`src/brb_pkg.sv`:
```
`timescale 1ns / 1ps
`default_nettype none

package brb_pkg;

  // Ring and block sizing.
  localparam int CAPACITY  = 1024;
  localparam int MAX_BLOCK = 64;
  localparam int PTR_W     = (CAPACITY > 1) ? $clog2(CAPACITY) : 1;
  localparam int CNT_W     = $clog2(CAPACITY + 1);
  localparam int LEN_W     = 7;
  localparam int BYTE_W    = 8;
  localparam int CMP_W     = (CNT_W > LEN_W) ? CNT_W : LEN_W;

  // Command queue between front and back; depth is a power of two.
  localparam int QUEUE_DEPTH = 4;
  localparam int QIDX_W      = $clog2(QUEUE_DEPTH);
  localparam int QCNT_W      = $clog2(QUEUE_DEPTH + 1);

  // Operation codes on the op field.
  localparam logic OP_WRITE = 1'b0;
  localparam logic OP_READ  = 1'b1;

  // Result status codes.
  typedef enum logic [1:0] {
    ST_OK       = 2'd0,
    ST_NO_SPACE = 2'd1,
    ST_NO_DATA  = 2'd2,
    ST_ZERO_LEN = 2'd3
  } status_t;

  // Work handed from the front to the back.
  typedef struct packed {
    logic              do_store;
    logic              do_status;
    logic              do_read;
    status_t           status;
    logic [LEN_W-1:0]  len;
    logic [BYTE_W-1:0] data;
  } cmd_t;

  // One result beat waiting in the output buffer.
  typedef struct packed {
    status_t           status;
    logic [BYTE_W-1:0] read_byte;
    logic              byte_valid;
    logic              last;
  } beat_t;

  typedef enum logic {
    BK_IDLE,
    BK_READ
  } back_state_t;

  // Advance a ring pointer, wrapping at the capacity.
  function automatic logic [PTR_W-1:0] ptr_next(input logic [PTR_W-1:0] p);
    return (p == PTR_W'(CAPACITY - 1)) ? '0 : p + 1'b1;
  endfunction

endpackage

`default_nettype wire

```
`src/brb_queue.sv`:
```
`timescale 1ns / 1ps
`default_nettype none

module brb_queue (
  input  wire logic          clk,
  input  wire logic          rst,
  input  wire logic          push,
  input  wire brb_pkg::cmd_t push_cmd,
  output logic               full,
  input  wire logic          pop,
  output logic               head_valid,
  output brb_pkg::cmd_t      head_cmd
);

  brb_pkg::cmd_t                   slots [brb_pkg::QUEUE_DEPTH];
  logic [brb_pkg::QIDX_W-1:0]      wr_ptr;
  logic [brb_pkg::QIDX_W-1:0]      rd_ptr;
  logic [brb_pkg::QCNT_W-1:0]      count;

  assign full       = (count == brb_pkg::QCNT_W'(brb_pkg::QUEUE_DEPTH));
  assign head_valid = (count != '0);
  assign head_cmd   = slots[rd_ptr];

  // Pointers and fill level.
  always_ff @(posedge clk) begin
    if (rst) begin
      wr_ptr <= '0;
      rd_ptr <= '0;
      count  <= '0;
    end else begin
      if (push) begin
        wr_ptr <= wr_ptr + 1'b1;
      end
      if (pop) begin
        rd_ptr <= rd_ptr + 1'b1;
      end
      if (push && !pop) begin
        count <= count + 1'b1;
      end else if (pop && !push) begin
        count <= count - 1'b1;
      end
    end
  end

  // Command storage.
  always_ff @(posedge clk) begin
    if (push) begin
      slots[wr_ptr] <= push_cmd;
    end
  end

endmodule

`default_nettype wire

```
`config.mk`:
```
export PLATFORM = sky130hd
export DESIGN_NAME = brb_queue
export DESIGN_NICKNAME = d
export VERILOG_FILES = /design/src/brb_pkg.sv /design/src/brb_queue.sv
export SDC_FILE = /design/constraint.sdc
export NUM_CORES = 1
export LEC_CHECK = 0
export ABC_AREA = 1
export BUFFER_PORTS_ARGS = -buffer_cell sky130_fd_sc_hd__buf_2
export CAP_MARGIN = 20
export CORE_ASPECT_RATIO = 1.2
export CORE_MARGIN = 2
export CORE_UTILIZATION = 30
export CTS_BUF_LIST = sky130_fd_sc_hd__clkbuf_2 sky130_fd_sc_hd__clkbuf_4 sky130_fd_sc_hd__clkbuf_8
export DETAILED_ROUTE_END_ITERATION = 10
export HOLD_SLACK_MARGIN = 0.05
export SLEW_MARGIN = 20
export SYNTH_ARGS = -nofsm -noshare
export SYNTH_HDL_FRONTEND = slang
export SYNTH_SLANG_ARGS = --single-unit
```
`constraint.sdc`:
```
create_clock -name clk -period 4.6 [get_ports clk]
set_clock_uncertainty 0.15 [all_clocks]
set_input_delay 0.46 -clock clk [delete_from_list [all_inputs] [get_ports clk]]
set_output_delay 0.46 -clock clk [all_outputs]
set_load 0.005 [all_outputs]
```
# Word-level counts from Yosys, hierarchy flattened
# Memories as Yosys holds them, arrays and structs flattened. A register that Yosys moved wholly into a read port is not among the register bits.
# Cells that the tools add are included.
# word_totals
reg_bits	7
latchBits	0
ram_bits	80
rom_bits	0
inputBits	24
output_inout_bits	22
elab_cells	21
mem_count	1
# classes
addsub	4
multipliers	0
div	0
n_lt_le_gt_ge	0
n_eq_ne	1
shift	0
mux	6
bitwise_logic	0
reduce_logical	6
# memory_table
memory	words	width	read_ports	rd_ports_with_merged_regs	wr	line	rtl
slots	4	20	1	1	1	brb_queue.sv:15	brb_pkg::cmd_t slots [brb_pkg::QUEUE_DEPTH];
# op_table
cell	count
2-to-1 mux 3 bit	2
adder 2 x 1 -> 2 bit, second input constant	2
2-to-1 mux 2 bit	2
adder 3 x 1 -> 3 bit, second input constant	1
== test 3 bit, second input constant	1
nonzero test 3 bit	1
subtractor 3 x 1 -> 3 bit, second input constant	1
logical AND 1 bit	2
zero test 1 bit	2
2-to-1 mux 1 bit	2
nonzero test 2 bit	1

# Longest topological paths before layout
# logic_depth
word_depth	4
depth_mapped	10
ltp_nobuf	10

# Worst setup path after synthesis
# OpenSTA, ideal clock, no wires.
# synth_path
path_type	in2reg
start	input port pop
end	register count[2] (netlist name)
setup_time_ns	0.110
arrival_ns	1.351
t_required_ns	4.340
path_slack_ns	2.989
cell_stages	10
path_cell_list	inv_1 -> ha_1 -> inv_1 -> fa_1 -> inv_1 -> nand2_1 -> nand3_1 -> nand2_1 -> inv_1 -> nor2_1
# synth_between
elab_chain_cells	3
word_cells_on_any_way	5
# synth_lines
element	line	rtl
start, declared	brb_queue.sv:10	input wire logic pop,
zero test 1 bit	brb_queue.sv:37	if (push && !pop) begin
logical AND 1 bit	brb_queue.sv:37	
2-to-1 mux 3 bit / nonzero test 2 bit (equally long branches)	n/a	
end signal, assigned	brb_queue.sv:38	count <= count + 1'b1;
end signal, assigned	brb_queue.sv:40	count <= count - 1'b1;
end, declared	brb_queue.sv:18	logic [brb_pkg::QCNT_W-1:0] count;
# Parallel ways exist; a longest one is shown, timed or not.
# A chain may end at the register's enable or synchronous reset.

==> reports/results.txt <==
reg2reg start - wr_ptr[0]
Register Area - 2582 sq um
element type at the critical path start - flop
Chip Width - 101.0 microns
MaxCap Viol Count - 0
Tcrit/Tclk final - 0.6137
worst endpoint required time - 3.99 ns
Die ar. - 12,160 sq um
vias - 2,069
initial core utilization - 0.3070
Seq/Total Area, Yosys - 0.7622
CTS Buffer Depth - 2
filler cell count - 1,106
Max Fanout on Critical Path - 21
Least-Margin Pin Slew - 1.000 ns
Netlist cell types - 18
Leakage Power - 1.428 nW
final net count - 328
Port Buf Inserts - 45
Critical Path AT - 2.21 ns
Chip Height - 120.4 microns
CP bufs+invs - 2
syn_area_per_cell - 13.39 sq um
largest net degree at the start of global routing - 42
# rows - 42
wire per inst - 15.31 microns
crit-path cells - inv_1 > o21ai_1 > o22ai_1 > buf_2
CTS Sinks - 89
Multi-input gate area - 686.9 sq um
Yosys Warn Count - 0
Syn-to-layout area delta - 15.47%
vias per std cell - 4.756
Final Power - 1.581 mW
TritonCTS Buffers - 9
All-Layer GR Usage - 0.1143
Top Ports - 46
ANT nets after route - 0
gr ovfl total - 0
fmax - 354.2 MHz
outcome - completed
vias in the first global route - 2,063
initial antenna violation count - 0
CTS Hold Bufs - 0
post-route DRC violation count - 0
Peak VDD IR - 0.0001681 V
drt pass-1 iters - 4
CP delay by family, top - flip-flops
Hold/Removal Path Class - primary input to flop
Post-DP HPWL - 3959 microns
H-tree levels - 3
core area - 11,040 sq um
GPL Wtd Cong - 0.6811
CP Capture Type - output pin
power per cell area - 404.2 nW/um^2
Clock Tree Root - clkbuf_8
layout cell share with drive strength beyond 1 - 0.2079
final setup fails - 0
final setup TNS - 0 ns
TritonCTS clock tree - done
first-pass GRT wire length - 10,460 microns
final hold vios - 0
Setup Slack @ Placement - 2.075 ns
ANT cells - 0
Clock Latency Late Sink - 0.35 ns
Setup CP Type - flop to output pin
Clock transition at path regs - 0.10 ns
commonest cells after routing, fill and taps aside - 80 x edfxtp_1, 47 x nor2_1, 45 x buf_2
postcts setup bufs - 0
Resize count post-CTS - 0
Post-Syn Instances - 253
most common cell after layout, fill and taps aside - edfxtp_1
max incr delay on CP - 0.82 ns
register bit total from synthesis - 89
Slew Viols, Final - 0
Tmin final - 2.823 ns
Syn Std Cell Area - 3388 sq um
final core occ - 0.3545
Mapped Nets - 283
Slew headroom - 0.3323
post-route setup slack - 1.777 ns
crit path max-delay cell type - dfxtp_1
RSZ-0062 raised after global routing - no
final wirelength - 6658 microns
1st-iter DRT viols - 80
Worst Hold Launch - rst
-- stage by stage --
| step | area, sq um | hold WS [ns] | cells |
|---|---|---|---|
| 5_1_grt | 3913 | 0.1219 | 435 |
| 6_report | 3913 | 0.1242 | 435 |
| 3_5_place_dp | 3731 | 0.3092 | 419 |
| 2_1_floorplan | 3388 | 0.2615 | 253 |
| 3_3_place_gp | 3731 | 0.3070 | 419 |
| 4_1_cts | 3913 | 0.1070 | 435 |
-- final timing paths --
check | endpoint | slack (ns) | depth (start not counted)
setup / recovery | head_cmd[1] | 1.78 | 4
hold / removal | count[0] | 0.12 | 2
setup reg to reg | slots[0][3] | 2.74 | 4
hold reg to reg | flop | 0.31 | 1
-- cell type report --
class | count | area share
Sequential cell | 89 | 0.6601
Inverter | 17 | 0.01631
Timing Repair Buffer | 46 | 0.05948
Clock inverter | 6 | 0.01279
Tap cell | 132 | 0.04221
Clock buffer | 10 | 0.03358
Multi-Input combinational cell | 135 | 0.1756
-- state kept, by name (all words and copies together) (netlist names), named ones only --
name / flops
slots: 80
count: 3
rd_ptr: 2
wr_ptr: 2
-- cells by family (layout without fill, tap and decap cells) --
group,after synthesis,count (layout),synth area share
buffers and inverters,29,79,0.03508
XOR/XNOR,1,1,0.002585
flip-flops,89,89,0.7622
AO/OA/AOI/OAI,68,68,0.1078
AND/OR/NAND/NOR,60,60,0.06795
adder cells (fa/ha/maj),6,6,0.02437
-- metal layers --
layer	routed length [microns]	share of wire	global-route usage
met1	3068	0.46	0.1443
met2	3148	0.47	0.1829
met3	330	0.050	0.03353
met4	111	0.017	0.04730
met5	0	0	0
-- cells in the mapped netlist --
cell | n | area, sq um
edfxtp_1 | 80 | 2402
inv_1 | 16 | 60.06
nor2_1 | 47 | 176.4
ha_1 | 5 | 62.56
clkbuf_1 | 4 | 15.01
nor3_1 | 1 | 5.000
nand3_1 | 1 | 5.000
xor2_1 | 1 | 8.760
dfxtp_1 | 9 | 180.2
fa_1 | 1 | 20.02
buf_2 | 8 | 40.04
nand4_1 | 1 | 6.260
o21ai_1 | 40 | 200.2
inv_2 | 1 | 3.750
nand2_1 | 10 | 37.54
o21ai_0 | 5 | 25.02
a21oi_1 | 3 | 15.01
o22ai_1 | 20 | 125.1
-- power breakdown --
| group | total (mW) | switching, mW | internal (mW) |
|---|---|---|---|
| clock network | 0.489 | 0.281 | 0.208 |
| registers | 0.936 | 0.0156 | 0.920 |
| logic | 0.157 | 0.0984 | 0.0581 |
| total | 1.58 | 0.395 | 1.19 |
Note: power is estimated with default switching activity, not from simulation.
