### src/brb_pkg.sv
`timescale 1ns / 1ps
`default_nettype none

package brb_pkg;

  // Ring and block sizing.
  localparam int CAPACITY  = 1024;
  localparam int MAX_BLOCK = 64;
  localparam int PTR_W     = (CAPACITY > 1) ? $clog2(CAPACITY) : 1;
  localparam int CNT_W     = $clog2(CAPACITY + 1);
  localparam int LEN_W     = 7;
  localparam int BYTE_W    = 8;
  localparam int CMP_W     = (CNT_W > LEN_W) ? CNT_W : LEN_W;

  // Command queue between front and back; depth is a power of two.
  localparam int QUEUE_DEPTH = 4;
  localparam int QIDX_W      = $clog2(QUEUE_DEPTH);
  localparam int QCNT_W      = $clog2(QUEUE_DEPTH + 1);

  // Operation codes on the op field.
  localparam logic OP_WRITE = 1'b0;
  localparam logic OP_READ  = 1'b1;

  // Result status codes.
  typedef enum logic [1:0] {
    ST_OK       = 2'd0,
    ST_NO_SPACE = 2'd1,
    ST_NO_DATA  = 2'd2,
    ST_ZERO_LEN = 2'd3
  } status_t;

  // Work handed from the front to the back.
  typedef struct packed {
    logic              do_store;
    logic              do_status;
    logic              do_read;
    status_t           status;
    logic [LEN_W-1:0]  len;
    logic [BYTE_W-1:0] data;
  } cmd_t;

  // One result beat waiting in the output buffer.
  typedef struct packed {
    status_t           status;
    logic [BYTE_W-1:0] read_byte;
    logic              byte_valid;
    logic              last;
  } beat_t;

  typedef enum logic {
    BK_IDLE,
    BK_READ
  } back_state_t;

  // Advance a ring pointer, wrapping at the capacity.
  function automatic logic [PTR_W-1:0] ptr_next(input logic [PTR_W-1:0] p);
    return (p == PTR_W'(CAPACITY - 1)) ? '0 : p + 1'b1;
  endfunction

endpackage

`default_nettype wire

### src/brb_front.sv
`timescale 1ns / 1ps
`default_nettype none

module brb_front (
  input  wire logic                         clk,
  input  wire logic                         rst,
  input  wire logic                         accept,
  input  wire logic                         op,
  input  wire logic                         first,
  input  wire logic [brb_pkg::LEN_W-1:0]    block_length,
  input  wire logic [brb_pkg::BYTE_W-1:0]   data_byte,
  output logic                              cmd_push,
  output brb_pkg::cmd_t                     cmd
);

  logic [brb_pkg::CNT_W-1:0] free_count;
  logic [brb_pkg::CNT_W-1:0] free_count_next;
  logic [brb_pkg::LEN_W-1:0] bytes_left;
  logic [brb_pkg::LEN_W-1:0] bytes_left_next;
  logic                      block_accepted;
  logic                      block_accepted_next;

  logic [brb_pkg::CMP_W-1:0] len_wide;
  logic [brb_pkg::CMP_W-1:0] free_wide;
  logic [brb_pkg::CMP_W-1:0] stored_wide;
  logic                      too_long;

  assign len_wide    = brb_pkg::CMP_W'(block_length);
  assign free_wide   = brb_pkg::CMP_W'(free_count);
  assign stored_wide = brb_pkg::CMP_W'(brb_pkg::CAPACITY) - free_wide;
  assign too_long    = (len_wide > brb_pkg::CMP_W'(brb_pkg::MAX_BLOCK));

  // Classify the beat and track space and block progress in item order.
  always_comb begin
    free_count_next     = free_count;
    bytes_left_next     = bytes_left;
    block_accepted_next = block_accepted;
    cmd_push            = 1'b0;
    cmd                 = '0;
    cmd.status          = brb_pkg::ST_OK;
    cmd.len             = block_length;
    cmd.data            = data_byte;
    if (accept) begin
      if (op == brb_pkg::OP_WRITE) begin
        if (first) begin
          cmd_push      = 1'b1;
          cmd.do_status = 1'b1;
          if (block_length == '0) begin
            bytes_left_next     = '0;
            block_accepted_next = 1'b0;
            cmd.status          = brb_pkg::ST_ZERO_LEN;
          end else if (too_long || (len_wide > free_wide)) begin
            bytes_left_next     = block_length - 1'b1;
            block_accepted_next = 1'b0;
            cmd.status          = brb_pkg::ST_NO_SPACE;
          end else begin
            bytes_left_next     = block_length - 1'b1;
            block_accepted_next = 1'b1;
            cmd.do_store        = 1'b1;
            free_count_next     = free_count - 1'b1;
          end
        end else if (bytes_left != '0) begin
          // Later byte of an open block; stray bytes are dropped.
          bytes_left_next = bytes_left - 1'b1;
          if (block_accepted) begin
            cmd_push        = 1'b1;
            cmd.do_store    = 1'b1;
            free_count_next = free_count - 1'b1;
          end
          if (bytes_left == brb_pkg::LEN_W'(1)) begin
            block_accepted_next = 1'b0;
          end
        end
      end else begin
        cmd_push = 1'b1;
        if (block_length == '0) begin
          cmd.do_status = 1'b1;
          cmd.status    = brb_pkg::ST_OK;
        end else if (too_long || (len_wide > stored_wide)) begin
          cmd.do_status = 1'b1;
          cmd.status    = brb_pkg::ST_NO_DATA;
        end else begin
          cmd.do_read     = 1'b1;
          free_count_next = free_count + brb_pkg::CNT_W'(block_length);
        end
      end
    end
  end

  always_ff @(posedge clk) begin
    if (rst) begin
      free_count     <= brb_pkg::CNT_W'(brb_pkg::CAPACITY);
      bytes_left     <= '0;
      block_accepted <= 1'b0;
    end else begin
      free_count     <= free_count_next;
      bytes_left     <= bytes_left_next;
      block_accepted <= block_accepted_next;
    end
  end

endmodule

`default_nettype wire

### config.mk
export PLATFORM = sky130hd
export DESIGN_NAME = brb_front
export DESIGN_NICKNAME = d
export VERILOG_FILES = /design/src/brb_pkg.sv /design/src/brb_front.sv
export SDC_FILE = /design/constraint.sdc
export NUM_CORES = 1
export LEC_CHECK = 0
export BUFFER_PORTS_ARGS = -buffer_cell sky130_fd_sc_hd__buf_2
export CORE_UTILIZATION = 41
export CTS_CLUSTER_SIZE = 8
export DETAILED_ROUTE_END_ITERATION = 16
export SLEW_MARGIN = 20
export SYNTH_ARGS = -nofsm -noshare
export SYNTH_HDL_FRONTEND = slang
export SYNTH_SLANG_ARGS = --single-unit
### constraint.sdc
create_clock -name clk -period 5 [get_ports clk]
set_input_delay 0.75 -clock clk [delete_from_list [all_inputs] [get_ports clk]]
set_output_delay 0.75 -clock clk [all_outputs]
set_load 0.005 [all_outputs]
# After elaboration in Yosys (flattened, before gate mapping)
# Cells that the tools add are included.
# word_totals
n_memories	0
wordCells	65
romBits	0
ramBits	0
reg_bits	19
latch_bits	0
# classes
reduce_logical	11
shift	0
addsub	5
n_lt_le_gt_ge	3
bitwise_logic	1
div	0
n_eq_ne	5
muxes	37
mul	0
# op_table
operator	count
two-way mux 11 bit	8
> comparator 7 x 11 -> 1 bit	2
two-way mux 7 bit	3
two-way mux 1 bit	20
subtractor 7 x 1 -> 7 bit (second input constant)	2
adder 11 x 7 -> 11 bit	1
subtractor 11 x 1 -> 11 bit (second input constant)	1
subtractor 11 bit (first input constant)	1
two-way mux 2 bit	5
== test 7 x 1 -> 1 bit (second input constant)	1
> comparator 7 bit (second input constant)	1
zero test 7 bit	1
AND reduction 7 bit	1
nonzero test 7 bit	1
inequality test 2 bit (second input constant)	3
nonzero test 3 bit	2
two-way mux 5 bit	1
AND reduction 4 bit	1
nonzero test 2 bit	2
inequality test 3 bit (second input constant)	1
AND reduction 3 bit	1
logical OR 1 bit	2
NOT 1 bit	1

# Logic depth before layout (Yosys ltp)
# depth
ltp_word	7
ltp_mapped	14
mapped_depth_nobuf	13

# Worst setup path after synthesis
# No wires, ideal clock.
# synth_path
path_type	register to output
startpoint	reg free_count[1] in the netlist's numbering
endpoint	out cmd[16] in the netlist's numbering
stages_incl_launch_ff	14
slack_ns	1.514
path_buffers	0
t_arrival_ns	2.736
cell_sequence	dfxtp_1 -> inv_1 -> ha_1 -> or4b_4 -> o21ai_1 -> nand2b_1 -> ha_1 -> nand4_1 -> a21oi_1 -> nor3_1 -> or4_4 -> inv_1 -> maj3_1 -> a31o_1
# synth_rtl
item	line_no	rtl
start, declared	brb_front.sv:16	logic [brb_pkg::CNT_W-1:0] free_count;
start signal, assigned	brb_front.sv:92	free_count <= brb_pkg::CNT_W'(brb_pkg::CAPACITY);
start signal, assigned	brb_front.sv:96	free_count <= free_count_next;
end, declared	brb_front.sv:13	output brb_pkg::cmd_t cmd

==> metrics <==
worst vdd ir 0.151 mV; antenna-violating nets left 0; setup tns final 0 ns; Comb pwr share 0.509; Slew headroom 0.586; RSZ-0062 raised after global routing false; CTS tree built; Vias/cell 5.38; WL met2 2490 um; cts hold-fix bufs 0; CP endpoint kind output pin; Area after DPL 0.00223 mm^2; fin. max-slew vios 0; via count 1914; outcome complete, no violations; synth unique cells 51; clock transition at the registers of the reported paths 0.08 ns; Crit path largest cell delay 0.56 ns; post-CTS sizing 0; WL met3 149 um; Hold Slack 0.507 ns; Syn Nets 330; Avg Inst Size Synth 7.76 um^2; Flop pwr share 0.308; Async S/R FF share, synth 0; crit path max-delay cell type or4_4; cts bufs inserted 3; Final min period 3.99 ns; Crit path arrival time 3.24 ns; Sink Count 19; share of the synthesized area in the top cell type 0.175; post-CTS setup buffer count 0; Fill cells 547; most frequent cell after synthesis nor2_1; NetSw 247 uW; share of layout cells above drive strength 1 0.119; DRC 0; Layout area overhead 4.89%; Starting Density 0.426; dpl ws 1.27 ns; synth warn 0; gpl congestion 0.845; Pint 367 uW; switching share of power 0.402; Final Hold Fails 0; H-Tree Depth 1; PortBufs 24; router iterations before antenna repair 4; Commonest cells post-synth nor2_1 (30), ha_1 (29), a21oi_1 (19), dfxtp_1 (19), nand2_1 (18); Crit Path Category reg2out; diode count 0; Avg WL per Cell 14.2 um; first-pass GRT wire length 8290 um; top_reg_cell synth dfxtp_1; hold crit path type reg2reg; sequential-to-total area share from yosys stat 0.175; aggregate routed wire length 5050 um; post-synth top area cell dfxtp_1; DIE AREA 0.00560 mm^2; post-DP HPWL 4000 um; total track usage 0.195; Final setup viols 0; synthesis-stage register bit count 19; Power Dens Cells 269 mW/mm^2; P_leak 0.00101 uW; Clock power frac 0.184; GR Overflow Total 0; IO Pins 41; Final Instance Area 0.00228 mm^2; WP data required 4.25 ns; initial antenna violation count 0; vias in the first global route 1790; CP Max Fanout 5; final setup skew 0.00387 ns; fin nets 337; die width 74.8 um; measured slew at the worst slew-check pin 0.616 ns; Synth area leaders dfxtp_1 (18%), ha_1 (17%), buf_4 (5.2%), nor2_1 (5.2%), xnor2_1 (4.8%); maximum clock frequency 250 MHz; std cell rows 26; largest net degree at the start of global routing 20; 1st-iter DRT viols 76; top sig layer met4; Startpoint Class register; Synth Cell Area 0.00217 mm^2; clock latency on the worst-skew pair 0.26 ns; fin cells 356; CP Cell Sequence inv_1 > ha_1 > or4b_4 > o21ai_1 > nand2b_1 > ha_1 > nand4_1 > a21oi_1 > nor3_1 > or4_4 > inv_1 > maj3_1 > a31o_1 > buf_2; fin crit share 0.799; Max-Cap Viols 0; Synth Instances 280; fin worst setup slack 1.01 ns; Post-synth EDFFs 0; CTS max path bufs 2; CORE AREA 0.00511 mm^2; Die Ht 74.8 um; dpl cells 352; Root Driver clkbuf_8; M1 WL 2360 um
==> cell type report <==
class                   count  area, um^2  share of cell area
well taps                  70        87.6              0.0384
clock buffers               4        45.0              0.0198
repair buffers             24         120              0.0527
multi-input cells         223        1590               0.696
inverters                  16        60.1              0.0263
flip-flops and latches     19         380               0.167
==> power by group through the flow <==
stage	sequential (uW)	combinational, uW	clock, uW
finish	189	312	113
global placement	192	309	0
CTS	189	314	117
floorplan	186	259	0
detailed placement	192	313	0
global route	192	353	124
==> flip-flops by register name (all words and copies together) (netlist names) <==
signal	count
free_count	11
bytes_left	7
block_accepted	1
==> through the flow <==
stage,total power [uW],utilization
detailed placement,505,0.438
CTS,620,0.446
floorplan,445,-
finish,614,0.446
global route,668,0.446
global placement,501,0.438
==> critical path, delay by kind of cell, from the launching register on <==
| kind | cells | cell delay [ns] |
|---|---|---|
| AO/OA/AOI/OAI | 3 | 0.39 |
| flip-flops | 1 | 0.37 |
| AND/OR/NAND/NOR | 5 | 1.32 |
| adder cells (fa/ha/maj) | 3 | 0.62 |
| buffers and inverters | 3 | 0.28 |
==> kinds of logic after synthesis <==
kind of cell	share of synthesized area
adder cells (fa/ha/maj)	0.181
flip-flops	0.175
AND/OR/NAND/NOR	0.226
AO/OA/AOI/OAI	0.214
multiplexers	0.0368
XOR/XNOR	0.0725
buffers and inverters	0.0950
==> placed cells by master, fill, tap and decap left out, drive strengths merged, types with 2 or more instances in the layout <==
cell	netlist	final
or3	3	3
mux2i	8	8
a211oi	4	4
nor4	4	4
ha	29	29
nand2b	8	8
clkbuf	4	4
o21a	7	7
xor2	6	6
o22ai	4	4
o21ai	15	15
a21o	5	5
a31oi	2	2
inv	16	16
nor2	30	30
o2bb2ai	2	2
nand3b	2	2
a21oi	19	19
buf	18	24
a31o	3	3
nand2	18	18
a22oi	2	2
nand3	5	5
nor3	13	13
dfxtp	19	19
nand4	4	4
or4	2	2
xnor2	12	12
==> per-layer routing <==
metal / GRT usage / vias to the layer above
met5: 0 / -
met4: 0.0566 / 0
met3: 0.0348 / 6
met2: 0.348 / 19
met1: 0.238 / 886
li1: - / 1003
==> path summary, 6_finish.rpt <==
path	startpoint	end	slack (ns)	cells past startpoint
hold reg to reg	block_accepted	block_accepted	0.51	2
hold / removal	block_accepted	block_accepted	0.51	2
setup / recovery	free_count[1]	cmd[16]	1.01	14
setup reg to reg	free_count[1]	free_count[10]	1.39	13
(Power assumes the default switching activity.)
